File: config.mk
export PLATFORM = sky130hd
export DESIGN_NAME = olst_cell
export DESIGN_NICKNAME = d
export VERILOG_FILES = /design/src/hdl/olst_pkg.sv /design/src/hdl/olst_cell.sv
export SDC_FILE = /design/constraint.sdc
export NUM_CORES = 1
export LEC_CHECK = 0
export BUFFER_PORTS_ARGS = -buffer_cell sky130_fd_sc_hd__buf_2
export CAP_MARGIN = 10
export CORE_ASPECT_RATIO = 0.9
export CORE_MARGIN = 10
export CORE_UTILIZATION = 45
export CTS_CLUSTER_DIAMETER = 60
export CTS_CLUSTER_SIZE = 30
export DETAILED_ROUTE_END_ITERATION = 8
export GPL_TIMING_DRIVEN = 1
export PLACE_DENSITY = 0.81
export SLEW_MARGIN = 20
export SYNTH_ARGS = -nofsm -noshare
export SYNTH_HDL_FRONTEND = slang
export SYNTH_SLANG_ARGS = --single-unit
export TNS_END_PERCENT = 50
File: constraint.sdc
create_clock -name clk -period 5.2 [get_ports clk]
set_input_delay 1.04 -clock clk [delete_from_list [all_inputs] [get_ports clk]]
set_output_delay 1.04 -clock clk [all_outputs]
set_load 0.005 [all_outputs]
File: src/hdl/olst_pkg.sv
`timescale 1ns / 1ps
// ----------------------------------------------------------------------------
// olst_pkg: shared definitions for the ordered list engine
// Sizes, request and status codes, and the structs passed between the
// cell chain, the scan tree and the top level.
// ----------------------------------------------------------------------------
package olst_pkg;

    // List geometry. DEPTH is a power of two and at least 32.
    localparam int DEPTH   = 256;
    localparam int DATA_W  = 32;
    localparam int IDX_W   = $clog2(DEPTH);
    localparam int CNT_W   = IDX_W + 1;

    // Scan tree: first level groups of GROUP cells, second level over groups.
    localparam int GROUP   = 16;
    localparam int GRP_W   = $clog2(GROUP);
    localparam int NGRP    = DEPTH / GROUP;

    // Transaction field widths.
    localparam int KIND_W      = 3;
    localparam int POS_W       = 8;
    localparam int ST_W        = 3;
    localparam int FIDX_W      = 8;
    localparam int ECNT_W      = 9;
    localparam int IN_TDATA_W  = 48;
    localparam int OUT_TDATA_W = 56;

    // Width used for index range checks; covers both position and count.
    localparam int CMP_W = 16;

    typedef enum logic [KIND_W-1:0] {
        KIND_INSERT = 3'd0,
        KIND_ERASE  = 3'd1,
        KIND_MODIFY = 3'd2,
        KIND_FIND   = 3'd3,
        KIND_READ   = 3'd4,
        KIND_PUSH   = 3'd5,
        KIND_POP    = 3'd6
    } kind_t;

    typedef enum logic [ST_W-1:0] {
        ST_OK        = 3'd0,
        ST_BAD_INDEX = 3'd1,
        ST_FULL      = 3'd2,
        ST_EMPTY     = 3'd3,
        ST_NOT_FOUND = 3'd4
    } status_t;

    typedef enum logic [1:0] {
        CELL_HOLD = 2'd0,
        CELL_INS  = 2'd1,
        CELL_DEL  = 2'd2,
        CELL_WR   = 2'd3
    } cell_op_t;

    // Broadcast control seen by every cell of the chain.
    typedef struct packed {
        cell_op_t            op;
        logic                find;
        logic [IDX_W-1:0]    idx;
        logic [DATA_W-1:0]   value;
        logic [CNT_W-1:0]    count;
    } cell_ctrl_t;

    // Result of the first-hit scan over the chain.
    typedef struct packed {
        logic                hit;
        logic [IDX_W-1:0]    index;
        logic [DATA_W-1:0]   value;
    } scan_res_t;

endpackage

File: src/hdl/olst_cell.sv
`timescale 1ns / 1ps
// ----------------------------------------------------------------------------
// olst_cell: one storage cell of the list chain
// Holds one entry, shifts it to or from its neighbors on insert and erase,
// and flags whether it matches the current lookup.
// ----------------------------------------------------------------------------
module olst_cell (
    input  logic                       clk,
    input  olst_pkg::cell_ctrl_t       ctrl,
    input  logic [olst_pkg::IDX_W-1:0] cell_idx,
    input  logic [olst_pkg::DATA_W-1:0] lower_value,
    input  logic [olst_pkg::DATA_W-1:0] upper_value,
    output logic [olst_pkg::DATA_W-1:0] value,
    output logic                       hit
);
    import olst_pkg::*;

    logic [DATA_W-1:0] value_reg;
    logic [DATA_W-1:0] value_next;
    logic              live;

    always_comb
    begin
        value_next = value_reg;
        unique case (ctrl.op)
            CELL_INS:
            begin
                if (cell_idx > ctrl.idx)
                begin
                    value_next = lower_value;
                end
                else if (cell_idx == ctrl.idx)
                begin
                    value_next = ctrl.value;
                end
            end
            CELL_DEL:
            begin
                if (cell_idx >= ctrl.idx)
                begin
                    value_next = upper_value;
                end
            end
            CELL_WR:
            begin
                if (cell_idx == ctrl.idx)
                begin
                    value_next = ctrl.value;
                end
            end
            CELL_HOLD:
            begin
                value_next = value_reg;
            end
        endcase
    end

    always_ff @(posedge clk)
    begin
        value_reg <= value_next;
    end

    // Only entries below the count take part in a lookup.
    assign live  = ({1'b0, cell_idx} < ctrl.count);
    assign hit   = live && (ctrl.find ? (value_reg == ctrl.value) : (cell_idx == ctrl.idx));
    assign value = value_reg;

endmodule

# Yosys cells after proc, flatten, opt, wreduce, memory -nomap -nowiden
# Cells that the tools add are included.
# totals
register_bits	32
# op_classes
n_lt_le_gt_ge	3
n_eq_ne	6
muxes	5
bitwise_logic	1
reduce_logical	3
# op_table
op	n
$mux W32	3
$pmux W32 S3	1
$eq A32 B32 Y1	1
$lt A8 B9 Y1	1
$eq A8 B8 Y1	1
$ge A8 B8 Y1	1
$gt A8 B8 Y1	1
$eq A2 B2 Y1 const B	2
$eq A2 B1 Y1 const B	1
$logic_not A2 Y1	1
$ne A2 B2 Y1 const B	1
$reduce_and A2 Y1	1
$logic_and A1 B1 Y1	1
$mux W1	1
$not A1 Y1	1

# Depth between registers and ports, before layout
# depth
word_depth	4
depth_mapped	10

# Worst setup path after synthesis
# Ideal clock, no wire load.
# synth_path
path_type	input port to output port
start	input port ctrl[48] (netlist bit)
end	output port hit
t_arrival_ps	2255
required_ps	4160
setup_slack_ps	1905
path_stages	8
path_buffers	1
path_cell_list	inv_1 ha_1 nand4_1 or2_1 buf_2 nor2_1 a31oi_1 a221oi_1
# synth_via
elab_chain_cells	3
# synth_rtl
item	line	text
from (decl)	olst_cell.sv:9	input olst_pkg::cell_ctrl_t ctrl,
$eq A8 B8 Y1	olst_cell.sv:65	assign hit = live && (ctrl.find ? (value_reg == ctrl.value) : (cell_idx == ctrl.idx));
$mux W1	olst_cell.sv:65	
$logic_and A1 B1 Y1	olst_cell.sv:65	
to (decl)	olst_cell.sv:14	output logic hit
# Every way passes these cells.

# Worst setup path after layout
# layout_path
start	input port ctrl[46] (netlist bit)
end	output port hit
# Same word-level chain as after synthesis.

==> run metrics <==
Critical Path Source=ctrl[46]; root buf cell=clkbuf_8; Final ANT Viol Nets=0; worst r2r path cells=2; Pre-antenna DRT Iters=4; post-CTS setup repair buffer count=0; Cell Area, Synth=about 2900 sq um; Sink Count=32; global-route wire length before repair=14500 um; initial drt markers=52; Core ar.=6150 sq um; Synth top area share=33.4%; post-layout minimum cycle time=between 3 and 4 ns; crit path kind=primary input to primary output; post-synthesis net count=around 420; worst rel slew slack=between 40% and 50%; period utilisation layout=between 70% and 80%; Synth top cells by count=48 x inv_1, 33 x nand2_1, 32 x edfxtp_1, 32 x mux2i_1, 32 x xnor2_1; CP max stage delay=0.56 ns; Initial Util=a little under half; critical path depth=9; Post-Syn Area per Cell=roughly 10 sq um; Lkg Pwr=1.97 nW; post-synthesis sequential area ratio=between 30% and 40%; flop2flop setup slack=between 4 and 5 ns; RSZ-0062 raised after global routing=false; CP endpoint=hit; Hold WC Path Type=flop to flop; async set-or-reset flop fraction in the synthesized netlist=0%; FF/Latch Area=about 960 sq um; status=finished, final reports clean; Distinct cells, synth=33; Worst EP required=between 4 and 5 ns; Reg2Reg Launch Point=value[6]; Hold Buf Count CTS=0; FF-to-FF End=value[6]; Worst Path Arrival=2.78 ns; ant diodes=0; clock latency on the worst-skew pair=between 0.2 and 0.3 ns; Cell Pwr Density=around 230 nW/um^2; Die Area=roughly 10000 sq um; Die Width=~100 um; overall die height=95.8 um; critical path's slowest cell=or2_2; WL/cell=approximately 18 um; Fin. Hold Viols=0; drt drc=0; number of synthesized flops with an enable pin=32; Synth Instances=~280; Max FO, Critical Path=18; placement row count=27; Yosys top cell by area=edfxtp_1; drt total wl=9200 um; Clock Pin Slew Worst Setup and Hold Paths=about 0.070 ns; total global-route track usage=between 10% and 20%; Area Growth Syn to Fin=31.7%; TritonCTS Buffers=5; worst path bufs/invs=3; HPWL Detailed=between 7000 and 8000 um; delay-heaviest family, CP=simple AND/OR/NAND/NOR gates; via count=between 2000 and 3000; GP Congestion=0.749; CTS tree=yes; setup skew after layout=0 ns; total gr overflow=0; initial antenna violation count=0; vias per inst=roughly 5; Primary FF master, synth=edfxtp_1; Worst setup EP type=primary output; Setup TNS=0 ns; final setup vio count=0; share of cells above drive strength 1=47.2%; area of the multi-input gates=about 1600 sq um; element type at the critical path start=primary input; FF+latch count, synth=32; top-count cell post-synth=inv_1; Largest register FFs=32; Ys Warns=0; Max Clk Rate=between 0.2 and 0.3 GHz; Final Max Slew Viols=0; top cells by area, synth=edfxtp_1 33%, o221ai_2 16%, mux2i_1 11%; Max Buffers Root-to-Sink=2; placed cell count=about 510; nets@finish=~570; Cell Count, Final, Fillers Out=~520; Peak VDD IR=about 0.12 mV; vias in the first global route=around 2900; worst-margin pin slew=0.837 ns; Most common cell on crit path=buf_2; Port-buffer cells=approximately 160; # fillers=570; max_cap viols=0; CTS resizes=0; Clock H-tree levels=2; IO Pins=158; CP cell instances=buf_2 > inv_1 > ha_1 > nand4_1 > or2_2 > nor2_1 > a31oi_1 > a221oi_1 > buf_2; largest net degree at the start of global routing=33
==> tightest hold or removal path, delay by kind of cell (launching register included) <==
family | cells | cell delay [ns]
AOI/OAI and AO/OA | 1 | 0.12
muxes | 1 | 0.10
DFF | 1 | 0.38
==> stage by stage <==
| step | instance area [sq um] | utilization [%] | power (mW) | setup WS (ns) | hold slack, ns |
|---|---|---|---|---|---|
| floorplan | 2880 | - | 0.561 | 1.91 | 0.685 |
| detailed placement | 3700 | 60.2 | 0.693 | 1.38 | 0.690 |
| global route | 3790 | 61.6 | 0.928 | 1.17 | 0.740 |
| finish | 3790 | 61.6 | 0.876 | 1.38 | 0.705 |
| CTS | 3790 | 61.6 | 0.884 | 1.38 | 0.711 |
| global placement | 3700 | 60.2 | 0.683 | 1.40 | 0.671 |
==> where the power goes <==
| part | switching (mW) | internal (mW) |
|---|---|---|
| Sequential | 0.0349 | 0.339 |
| Combinational | 0.154 | 0.156 |
| Clock | 0.0989 | 0.0929 |
| Total | 0.288 | 0.588 |
==> how the worst min path moves through the flow <==
| stage | from | end | slack [ns] | depth (start not counted) |
|---|---|---|---|---|
| 2_1_floorplan | value[0] | value[0] | 0.69 | 2 |
| 3_3_place_gp | value[26] | value[26] | 0.67 | 2 |
| 3_5_place_dp | value[22] | value[22] | 0.69 | 2 |
| 4_1_cts | value[17] | value[17] | 0.71 | 2 |
| 5_1_grt | value[17] | value[17] | 0.74 | 2 |
| 6_report | value[17] | value[17] | 0.71 | 2 |
==> logic make-up (layout without fill, tap and decap cells) <==
| logic type | after synthesis | after routing | synth area share (%) |
|---|---|---|---|
| buffers and inverters | 63 | 216 | 9.57 |
| AND/OR/NAND/NOR | 55 | 55 | 9.40 |
| AO/OA/AOI/OAI | 48 | 48 | 20.2 |
| XOR/XNOR | 32 | 32 | 9.75 |
| multiplexers | 32 | 32 | 11.1 |
| flip-flops | 32 | 32 | 33.4 |
| adder cells (fa/ha/maj) | 15 | 15 | 6.53 |
==> cells in the final DEF (no fill, tap or decap), types with 5 or more instances in the layout <==
cell type    n
edfxtp_1    32
inv_1       48
ha_1        15
o221ai_2    30
nand2_1     33
buf_2      157
nand4_1     10
xnor2_1     32
clkbuf_8     5
mux2i_1     32
==> per-layer routing <==
| metal | global-route usage (%) | up-vias | wire [um] |
|---|---|---|---|
| met3 | 6.81 | 6 | 747 |
| met2 | 32.7 | 112 | 4510 |
| li1 | - | 1313 | - |
| met4 | 3.59 | 0 | 55 |
| met1 | 19.7 | 1175 | 3890 |
| met5 | 0 | - | 0 |
==> area by class of cell <==
class	count	area share [%]
well taps	87	2.88
multi-input cells	182	43.4
repair buffers	160	21.3
flip-flops and latches	32	25.4
clock buffers	6	1.92
inverters	48	4.76
clock inverters	2	0.297
(Power assumes the default switching activity.)
